==> config.mk <==
export PLATFORM = sky130hd
export DESIGN_NAME = sha256_stream_hasher_core
export DESIGN_NICKNAME = d
export VERILOG_FILES = /design/src/hdl/sha256_pkg.sv /design/src/hdl/sha256_stream_hasher_core.sv /design/src/hdl/sha256_front.sv /design/src/hdl/sha256_fifo.sv /design/src/hdl/sha256_back.sv
export SDC_FILE = /design/constraint.sdc
export NUM_CORES = 2
export LEC_CHECK = 0
export BUFFER_PORTS_ARGS = -buffer_cell sky130_fd_sc_hd__buf_2
export CAP_MARGIN = 0
export CORE_ASPECT_RATIO = 0.6
export CORE_MARGIN = 3
export CORE_UTILIZATION = 25
export CTS_CLUSTER_SIZE = 24
export DETAILED_ROUTE_END_ITERATION = 7
export PLACE_DENSITY = 0.45
export SYNTH_ARGS = -nofsm -noshare
export SYNTH_HDL_FRONTEND = slang
export SYNTH_SLANG_ARGS = --single-unit
==> constraint.sdc <==
create_clock -name clk -period 9.85 [get_ports clk]
set_input_delay 2.4625 -clock clk [delete_from_list [all_inputs] [get_ports clk]]
set_output_delay 2.4625 -clock clk [all_outputs]
set_load 0.02 [all_outputs]
==> src/hdl/sha256_pkg.sv <==
// SHA-256 stream hasher: shared types, constants and round functions.
// No dependencies; used by every module under hdl.
package sha256_pkg;

    typedef struct packed {
        logic [7:0] data_byte;
        logic       has_byte;
        logic       final_req;
    } in_item_t;

    typedef struct packed {
        logic [31:0] digest_word;
        logic [2:0]  word_index;
        logic        last_word;
    } out_item_t;

    // Front-to-back command: a word of the block ready, or an end request.
    typedef struct packed {
        logic [31:0] word;     // big-endian message word
        logic [3:0]  widx;     // word position in the block
        logic        blk_end;  // last word of a block: compress after it
        logic        digest;   // after compressing, emit digest and restart
    } cmd_t;

    typedef enum logic [1:0] {
        BK_LOAD,
        BK_ROUND,
        BK_ADD,
        BK_EMIT
    } bk_state_t;

    typedef enum logic [1:0] {
        FR_BYTES,
        FR_PAD,
        FR_LEN_HI,
        FR_LEN_LO
    } fr_state_t;

    localparam logic [255:0] IV = {
        32'h6a09e667, 32'hbb67ae85, 32'h3c6ef372, 32'ha54ff53a,
        32'h510e527f, 32'h9b05688c, 32'h1f83d9ab, 32'h5be0cd19
    };

    localparam logic [7:0] PAD_BYTE = 8'h80;

    function automatic logic [31:0] round_k(input logic [5:0] t);
        logic [31:0] k;
        begin
            case (t)
                6'd0: k = 32'h428a2f98;  6'd1: k = 32'h71374491;
                6'd2: k = 32'hb5c0fbcf;  6'd3: k = 32'he9b5dba5;
                6'd4: k = 32'h3956c25b;  6'd5: k = 32'h59f111f1;
                6'd6: k = 32'h923f82a4;  6'd7: k = 32'hab1c5ed5;
                6'd8: k = 32'hd807aa98;  6'd9: k = 32'h12835b01;
                6'd10: k = 32'h243185be; 6'd11: k = 32'h550c7dc3;
                6'd12: k = 32'h72be5d74; 6'd13: k = 32'h80deb1fe;
                6'd14: k = 32'h9bdc06a7; 6'd15: k = 32'hc19bf174;
                6'd16: k = 32'he49b69c1; 6'd17: k = 32'hefbe4786;
                6'd18: k = 32'h0fc19dc6; 6'd19: k = 32'h240ca1cc;
                6'd20: k = 32'h2de92c6f; 6'd21: k = 32'h4a7484aa;
                6'd22: k = 32'h5cb0a9dc; 6'd23: k = 32'h76f988da;
                6'd24: k = 32'h983e5152; 6'd25: k = 32'ha831c66d;
                6'd26: k = 32'hb00327c8; 6'd27: k = 32'hbf597fc7;
                6'd28: k = 32'hc6e00bf3; 6'd29: k = 32'hd5a79147;
                6'd30: k = 32'h06ca6351; 6'd31: k = 32'h14292967;
                6'd32: k = 32'h27b70a85; 6'd33: k = 32'h2e1b2138;
                6'd34: k = 32'h4d2c6dfc; 6'd35: k = 32'h53380d13;
                6'd36: k = 32'h650a7354; 6'd37: k = 32'h766a0abb;
                6'd38: k = 32'h81c2c92e; 6'd39: k = 32'h92722c85;
                6'd40: k = 32'ha2bfe8a1; 6'd41: k = 32'ha81a664b;
                6'd42: k = 32'hc24b8b70; 6'd43: k = 32'hc76c51a3;
                6'd44: k = 32'hd192e819; 6'd45: k = 32'hd6990624;
                6'd46: k = 32'hf40e3585; 6'd47: k = 32'h106aa070;
                6'd48: k = 32'h19a4c116; 6'd49: k = 32'h1e376c08;
                6'd50: k = 32'h2748774c; 6'd51: k = 32'h34b0bcb5;
                6'd52: k = 32'h391c0cb3; 6'd53: k = 32'h4ed8aa4a;
                6'd54: k = 32'h5b9cca4f; 6'd55: k = 32'h682e6ff3;
                6'd56: k = 32'h748f82ee; 6'd57: k = 32'h78a5636f;
                6'd58: k = 32'h84c87814; 6'd59: k = 32'h8cc70208;
                6'd60: k = 32'h90befffa; 6'd61: k = 32'ha4506ceb;
                6'd62: k = 32'hbef9a3f7; 6'd63: k = 32'hc67178f2;
                default: k = 32'h0;
            endcase
            return k;
        end
    endfunction

    function automatic logic [31:0] rotr(input logic [31:0] x, input int n);
        return (x >> n) | (x << (32 - n));
    endfunction

endpackage

==> src/hdl/sha256_stream_hasher_core.sv <==
// SHA-256 stream hasher top level: front, command queue and back.
// Depends on sha256_pkg, sha256_front, sha256_fifo, sha256_back.
//
//  channel | direction | handshake        | payload
//  in      | request in  | in_valid/in_stall  | in_item_t
//  out     | request out | out_valid/out_stall| out_item_t
//
// A byte request is taken each cycle while the queue has room and no padding
// is under way; every fourth byte pushes one word. During the 64 rounds of a
// block the back takes no words, so the queue and the front register fill after
// 20 bytes and input stalls; sustained throughput is set by the single round
// unit. A final request adds 3 to 18 pad and length words, up to two blocks and
// eight digest words. Reset restores the initial hash value at once.
module sha256_stream_hasher_core #(
    parameter int QDEPTH = 4
) (
    input  logic                  clk,
    input  logic                  rst_n,
    input  logic                  in_valid,
    output logic                  in_stall,
    input  sha256_pkg::in_item_t  in_item,
    output logic                  out_valid,
    input  logic                  out_stall,
    output sha256_pkg::out_item_t out_item
);
    import sha256_pkg::*;

    cmd_t f_cmd, b_cmd;
    logic f_valid, f_stall, b_valid, b_stall;

    sha256_front u_front (
        .clk(clk), .rst_n(rst_n), .in_valid(in_valid), .in_stall(in_stall),
        .in_item(in_item), .cmd_valid(f_valid), .cmd_stall(f_stall), .cmd(f_cmd)
    );

    sha256_fifo #(.DEPTH(QDEPTH)) u_fifo (
        .clk(clk), .rst_n(rst_n), .wr_valid(f_valid), .wr_stall(f_stall),
        .wr_data(f_cmd), .rd_valid(b_valid), .rd_stall(b_stall), .rd_data(b_cmd)
    );

    sha256_back u_back (
        .clk(clk), .rst_n(rst_n), .cmd_valid(b_valid), .cmd_stall(b_stall),
        .cmd(b_cmd), .out_valid(out_valid), .out_stall(out_stall),
        .out_item(out_item)
    );

endmodule

==> src/hdl/sha256_front.sv <==
// SHA-256 front: packs bytes into words, counts length, builds padding.
// Depends on sha256_pkg.
module sha256_front (
    input  logic                 clk,
    input  logic                 rst_n,
    input  logic                 in_valid,
    output logic                 in_stall,
    input  sha256_pkg::in_item_t in_item,
    output logic                 cmd_valid,
    input  logic                 cmd_stall,
    output sha256_pkg::cmd_t     cmd
);
    import sha256_pkg::*;

    fr_state_t   state_reg, state_next;
    logic [60:0] count_reg, count_next;
    logic [60:0] len_reg, len_next;
    logic [23:0] part_reg, part_next;     // earlier bytes of the current word
    logic        cvalid_reg, cvalid_next;
    cmd_t        cmd_reg, cmd_next;
    logic        free;
    logic [1:0]  lane;
    logic [3:0]  widx;
    logic [31:0] word;
    logic [63:0] bit_len;

    assign free      = !cvalid_reg || !cmd_stall;
    assign lane      = count_reg[1:0];
    assign widx      = count_reg[5:2];
    assign bit_len   = {count_reg, 3'b000};
    assign in_stall  = !(state_reg == FR_BYTES && free);
    assign cmd_valid = cvalid_reg;
    assign cmd       = cmd_reg;

    always_comb
    begin
        state_next  = state_reg;
        count_next  = count_reg;
        part_next   = part_reg;
        cvalid_next = cvalid_reg && cmd_stall;
        cmd_next    = cmd_reg;
        word        = '0;
        case (state_reg)
            FR_BYTES:
            begin
                if (in_valid && free)
                begin
                    if (in_item.has_byte)
                    begin
                        count_next = count_reg + 61'd1;
                        case (lane)
                            2'd0: part_next[23:16] = in_item.data_byte;
                            2'd1: part_next[15:8]  = in_item.data_byte;
                            2'd2: part_next[7:0]   = in_item.data_byte;
                            default:
                            begin
                                cvalid_next = 1'b1;
                                cmd_next = '{word: {part_reg, in_item.data_byte},
                                             widx: widx, blk_end: widx == 4'd15,
                                             digest: 1'b0};
                            end
                        endcase
                    end
                    if (in_item.final_req)
                        state_next = FR_PAD;
                end
            end
            FR_PAD:
            begin
                // emit the word holding 0x80, then zero words up to word 13
                if (free)
                begin
                    case (lane)
                        2'd0: word = {PAD_BYTE, 24'h0};
                        2'd1: word = {part_reg[23:16], PAD_BYTE, 16'h0};
                        2'd2: word = {part_reg[23:8], PAD_BYTE, 8'h0};
                        default: word = {part_reg, PAD_BYTE};
                    endcase
                    // pointer has moved past the tail: 0x80 already sent
                    if (count_reg[5:0] != len_reg[5:0])
                        word = '0;
                    cvalid_next = 1'b1;
                    cmd_next = '{word: word, widx: widx, blk_end: widx == 4'd15,
                                 digest: 1'b0};
                    // reuse count low bits as pad pointer; length kept in upper
                    part_next = '0;
                    count_next[1:0] = 2'd0;
                    count_next[5:2] = widx + 4'd1;
                    if (widx == 4'd13)
                        state_next = FR_LEN_HI;
                end
            end
            FR_LEN_HI:
            begin
                if (free)
                begin
                    cvalid_next = 1'b1;
                    cmd_next = '{word: bit_len[63:32], widx: 4'd14, blk_end: 1'b0,
                                 digest: 1'b0};
                    state_next = FR_LEN_LO;
                end
            end
            default:
            begin
                if (free)
                begin
                    cvalid_next = 1'b1;
                    cmd_next = '{word: bit_len[31:0], widx: 4'd15, blk_end: 1'b1,
                                 digest: 1'b1};
                    state_next = FR_BYTES;
                    count_next = '0;
                    part_next  = '0;
                end
            end
        endcase
    end

    // Length is frozen once padding starts; only the fill pointer moves.
    always_comb
    begin
        len_next = len_reg;
        if (state_reg == FR_BYTES)
            len_next = count_next;
    end

    always_ff @(posedge clk or negedge rst_n)
    begin
        if (!rst_n)
        begin
            state_reg  <= FR_BYTES;
            count_reg  <= '0;
            cvalid_reg <= 1'b0;
            part_reg   <= '0;
            len_reg    <= '0;
        end
        else
        begin
            state_reg  <= state_next;
            cvalid_reg <= cvalid_next;
            part_reg   <= part_next;
            len_reg    <= len_next;
            if (state_reg == FR_LEN_HI || state_reg == FR_LEN_LO)
                count_reg <= (state_next == FR_BYTES) ? '0 : len_reg;
            else if (state_reg == FR_PAD && state_next == FR_LEN_HI)
                count_reg <= len_reg;
            else if (state_reg == FR_PAD)
                count_reg <= {len_reg[60:6], count_next[5:0]};
            else
                count_reg <= count_next;
        end
    end

    always_ff @(posedge clk)
    begin
        cmd_reg <= cmd_next;
    end

endmodule

==> src/hdl/sha256_fifo.sv <==
// Short command queue between front and back of the SHA-256 hasher.
// Depends on sha256_pkg.
module sha256_fifo #(
    parameter int DEPTH = 4
) (
    input  logic               clk,
    input  logic               rst_n,
    input  logic               wr_valid,
    output logic               wr_stall,
    input  sha256_pkg::cmd_t   wr_data,
    output logic               rd_valid,
    input  logic               rd_stall,
    output sha256_pkg::cmd_t   rd_data
);
    import sha256_pkg::*;

    localparam int AW = $clog2(DEPTH);

    cmd_t          mem [DEPTH];
    logic [AW-1:0] wp_reg, rp_reg;
    logic [AW:0]   cnt_reg;
    logic          wr, rd;

    assign wr_stall = cnt_reg == (AW+1)'(DEPTH);
    assign rd_valid = cnt_reg != '0;
    assign rd_data  = mem[rp_reg];
    assign wr       = wr_valid && !wr_stall;
    assign rd       = rd_valid && !rd_stall;

    always_ff @(posedge clk or negedge rst_n)
    begin
        if (!rst_n)
        begin
            wp_reg  <= '0;
            rp_reg  <= '0;
            cnt_reg <= '0;
        end
        else
        begin
            if (wr)
                wp_reg <= (wp_reg == AW'(DEPTH - 1)) ? '0 : wp_reg + AW'(1);
            if (rd)
                rp_reg <= (rp_reg == AW'(DEPTH - 1)) ? '0 : rp_reg + AW'(1);
            cnt_reg <= cnt_reg + (AW+1)'(wr) - (AW+1)'(rd);
        end
    end

    always_ff @(posedge clk)
    begin
        if (wr)
            mem[wp_reg] <= wr_data;
    end

endmodule

==> src/hdl/sha256_back.sv <==
// SHA-256 back: message schedule, one round per cycle, chain and digest out.
// Depends on sha256_pkg.
module sha256_back (
    input  logic                  clk,
    input  logic                  rst_n,
    input  logic                  cmd_valid,
    output logic                  cmd_stall,
    input  sha256_pkg::cmd_t      cmd,
    output logic                  out_valid,
    input  logic                  out_stall,
    output sha256_pkg::out_item_t out_item
);
    import sha256_pkg::*;

    bk_state_t    state_reg, state_next;
    logic [31:0]  w_reg [16];    // 16-word sliding schedule window
    logic [255:0] h_reg, v_reg;  // chain value and working variables
    logic [5:0]   t_reg;
    logic         dig_reg;
    logic [2:0]   oi_reg;
    logic         ov_reg;
    out_item_t    oitem_reg;
    logic [31:0]  a, b, c, d, e, f, g, hh, t1, t2, wn, s0, s1;
    logic         take, emit_free;

    assign {a, b, c, d, e, f, g, hh} = v_reg;
    assign s0 = rotr(w_reg[1], 7) ^ rotr(w_reg[1], 18) ^ (w_reg[1] >> 3);
    assign s1 = rotr(w_reg[14], 17) ^ rotr(w_reg[14], 19) ^ (w_reg[14] >> 10);
    assign wn = w_reg[0] + w_reg[9] + s0 + s1;
    assign t1 = hh + (rotr(e, 6) ^ rotr(e, 11) ^ rotr(e, 25)) + ((e & f) ^ (~e & g))
              + round_k(t_reg) + w_reg[0];
    assign t2 = (rotr(a, 2) ^ rotr(a, 13) ^ rotr(a, 22)) + ((a & b) ^ (a & c) ^ (b & c));

    assign cmd_stall = state_reg != BK_LOAD;
    assign take      = cmd_valid && state_reg == BK_LOAD;
    assign emit_free = !ov_reg || !out_stall;
    assign out_valid = ov_reg;
    assign out_item  = oitem_reg;

    always_comb
    begin
        state_next = state_reg;
        case (state_reg)
            BK_LOAD:  if (take && cmd.blk_end) state_next = BK_ROUND;
            BK_ROUND: if (t_reg == 6'd63) state_next = BK_ADD;
            BK_ADD:   state_next = dig_reg ? BK_EMIT : BK_LOAD;
            BK_EMIT:  if (emit_free && oi_reg == 3'd7) state_next = BK_LOAD;
            default:  state_next = BK_LOAD;
        endcase
    end

    always_ff @(posedge clk or negedge rst_n)
    begin
        if (!rst_n)
        begin
            state_reg <= BK_LOAD;
            h_reg     <= IV;
            t_reg     <= '0;
            dig_reg   <= 1'b0;
            oi_reg    <= '0;
            ov_reg    <= 1'b0;
        end
        else
        begin
            state_reg <= state_next;
            if (state_reg == BK_EMIT && emit_free)
                ov_reg <= 1'b1;
            else if (!out_stall)
                ov_reg <= 1'b0;
            case (state_reg)
                BK_LOAD:
                begin
                    if (take && cmd.blk_end)
                    begin
                        dig_reg <= cmd.digest;
                        t_reg   <= '0;
                    end
                end
                BK_ROUND: t_reg <= t_reg + 6'd1;
                BK_ADD:
                begin
                    h_reg  <= {h_reg[255:224] + a, h_reg[223:192] + b,
                               h_reg[191:160] + c, h_reg[159:128] + d,
                               h_reg[127:96] + e, h_reg[95:64] + f,
                               h_reg[63:32] + g, h_reg[31:0] + hh};
                    oi_reg <= '0;
                end
                BK_EMIT:
                begin
                    if (emit_free)
                    begin
                        oi_reg <= oi_reg + 3'd1;
                        if (oi_reg == 3'd7)
                            h_reg <= IV;
                        else
                            h_reg <= {h_reg[223:0], 32'h0};
                    end
                end
                default: ;
            endcase
        end
    end

    always_ff @(posedge clk)
    begin
        if (state_reg == BK_EMIT && emit_free)
            oitem_reg <= '{digest_word: h_reg[255:224], word_index: oi_reg,
                           last_word: oi_reg == 3'd7};
        if (take)
            w_reg[cmd.widx] <= cmd.word;
        if (take && cmd.blk_end)
            v_reg <= h_reg;
        if (state_reg == BK_ROUND)
        begin
            v_reg <= {t1 + t2, a, b, c, d + t1, e, f, g};
            for (int i = 0; i < 15; i++)
                w_reg[i] <= w_reg[i+1];
            w_reg[15] <= wn;
        end
    end

endmodule
==> reports/metrics.cfg <==
[yosys]
netlist_top_cells_area=edfxtp_1 (35%), dfrtp_1 (8.5%), a21o_1 (6.0%)
async_flop_share=0.300
yosys-top-cells-count=nand2_1 (1204), edfxtp_1 (994), a21o_1 (686), o21ai_0 (567), a21oi_1 (468)
syn_area_per_cell_um2=10.4
synth_fp_nets=8873
synth_edf_count=994
synth_top_area_share=0.349
yosysWarningCount=0
yosys.area.top_type=edfxtp_1
synth-seq-cells=1419
yosysMostFrequentCell=nand2_1
netlist_area_um2=85600
synth.yosys.seq_area_share=0.475
yosysUniqueCellTypes=91
synth_ff_type=edfxtp_1
synthCells=8255

[die]
boundaryPins=52
row_count=165
core-area_um2=339000
die_area_um2=350000
die_w_um=761
die_h_um=459
start_util=0.253

[clock_tree]
numCtsBuffers=164
cts_tree=done
clockRootBuffer=clkbuf_16
clkSinkCount=1419
htree_levels=4
cts_buffer_depth=4
cts.clk_slew.worst_paths_ns=0.08
clock_latency_ns=0.89
post-cts-setup-buffers=0

[sta]
hold_viol_final=0
relSlewSlack=0.144
rsz0062_at_grt=no
finalClockSkew_ns=0.0941
drv_slew=0
fin_tns_setup_ns=0
worst_slew_pin_slew_ns=1.25
min_period_over_period=0.976
period_needed_ns=9.61
setup_violations=0
whs_ns=0.464
clock.fmax_mhz=104

[route]
first_iter_violations=7434
drc=0
routed_wl_um=343000
wire_per_inst_um=26.6
firstDrtPassIters=6
vias=66300
ant_nets=0
viasPerCell=5.13

[setup_path]
arrival_ns=10.14
r2r_slack_ns=0.24
crit_type=flip-flop to flip-flop
crit_path_max_fanout=18
critical_path.max_stage_delay_ns=0.54
r2r_cells=33
crit_buf_inv=5
r2r-start=u_back.t_reg[0]
cp_top_family=compound AO/OA/AOI/OAI gates
slowest_stage=fa_1
r2r-end=u_back.v_reg[255]
startpoint_type=flip-flop
critPathRequiredTime_ns=10.38
end_kind=flip-flop

[worst_hold_path]
hold-path-cell-count=0
min-delay-start=u_front.cmd[23]
hold-path-endpoint=u_fifo.mem[1][23]
worstHoldPathType=flip-flop to flip-flop

[grt]
grt_pass1_wl_um=482000
grt_pass1_vias=62600
grt_max_degree=228
grt_overflow=0
grt_use_total=0.190
antenna_found_initial=22

[layout]
finalNetCount=8887
largest_reg_flops=512
syn_to_final_growth_pct=14.1
drive_above_1_share=0.104
finalInstanceArea_um2=97600

[place]
io_buffers=51
gp_congestion=0.954
dpl_cell_area_um2=92300
dp_hpwl_um=254000

[outcome]
status=finished, final reports clean

[power_and_ir_drop]
swShare=0.217
share_comb_of_total_power=0.004
p_switching_mw=2.76
leakage_nw=40.0
clock_power_share=0.497
power_density_nw_per_um2=130
intPower_mw=9.94
p_seq_frac=0.498
vdd_ir_drop_max_mv=0.127

[flow_run]
max_cap_violations=0

## worst max-delay path by stage
stage                        end  depth (start not counted)       startpoint  slack (ns)
2_1_floorplan  u_back.v_reg[255]                         34  u_back.t_reg[1]        1.35
3_3_place_gp   u_back.v_reg[255]                         35  u_back.t_reg[0]        0.48
3_5_place_dp   u_back.v_reg[255]                         33  u_back.t_reg[0]        0.50
4_1_cts        u_back.v_reg[255]                         33  u_back.t_reg[0]        0.38
5_1_grt        u_back.v_reg[255]                         35  u_back.t_reg[0]       0.005
6_report       u_back.v_reg[255]                         33  u_back.t_reg[0]        0.24
## power by group through the flow
stage	Combinational (mW)	Clock, mW	Sequential, mW
2_1_floorplan	0.00269	0	6.45
3_3_place_gp	0.0578	0	6.45
3_5_place_dp	0.0583	0	6.45
4_1_cts	0.0583	6.49	6.33
5_1_grt	0.0624	6.72	6.32
6_report	0.0550	6.31	6.33
## per-stage QoR
step	total power, mW	worst slack [ns]	util	instances
detailed placement	6.51	0.503	0.272	12600
CTS	12.9	0.377	0.288	12900
global route	13.1	0.00493	0.288	12900
finish	12.7	0.238	0.288	12900
floorplan	6.45	1.35	-	8255
global placement	6.51	0.475	0.272	12600
## cell usage in the layout, fill, tap and decap left out, drive strengths merged, types with 289 or more instances in the layout
cell type     n
xnor2       422
a21oi       470
edfxtp      994
nor2        423
dfrtp       289
a21o        686
inv         311
o21ai       574
buf         345
nand2      1204
ha          408
## what timing repair did
action	in CTS	in global routing
endpoints found under the setup margin	0	2
gates resized for setup	0	1
hold buffers	0	0
## final cells by class
class | count | area [um2]
fillers | 35100 | 241000
clock buffers | 208 | 4470
diodes | 13 | 32.5
clock inverters | 83 | 833
flip-flops and latches | 1419 | 40700
repair buffers | 345 | 2630
well taps | 4509 | 5640
multi-input cells | 6028 | 42200
inverters | 311 | 1180
## metal layers
layer  vias up  global-route usage  share of wire
met2      2602               0.215           0.33
met1     33700               0.317           0.54
met4         6              0.0256          0.012
met3       260              0.0803           0.12
li1      29700                   -              -
met5         -             0.00424        0.00068
## cells by family after synthesis
| group | share of synthesized area |
|---|---|
| AO/OA/AOI/OAI | 0.182 |
| flip-flops | 0.475 |
| AND/OR/NAND/NOR | 0.118 |
| XOR/XNOR | 0.0630 |
| buffers and inverters | 0.0355 |
| adder cells (fa/ha/maj) | 0.109 |
| multiplexers | 0.0180 |
## worst reg2reg max path: cells and delay by family (launching register included)
family,cells,cell delay (ns)
compound gates,14,3.47
xor+xnor,3,0.74
flops,1,0.35
fa+ha+maj,7,2.87
buf+inv,5,1.04
simple gates,4,0.80
Note: power is estimated with default switching activity, not from simulation.
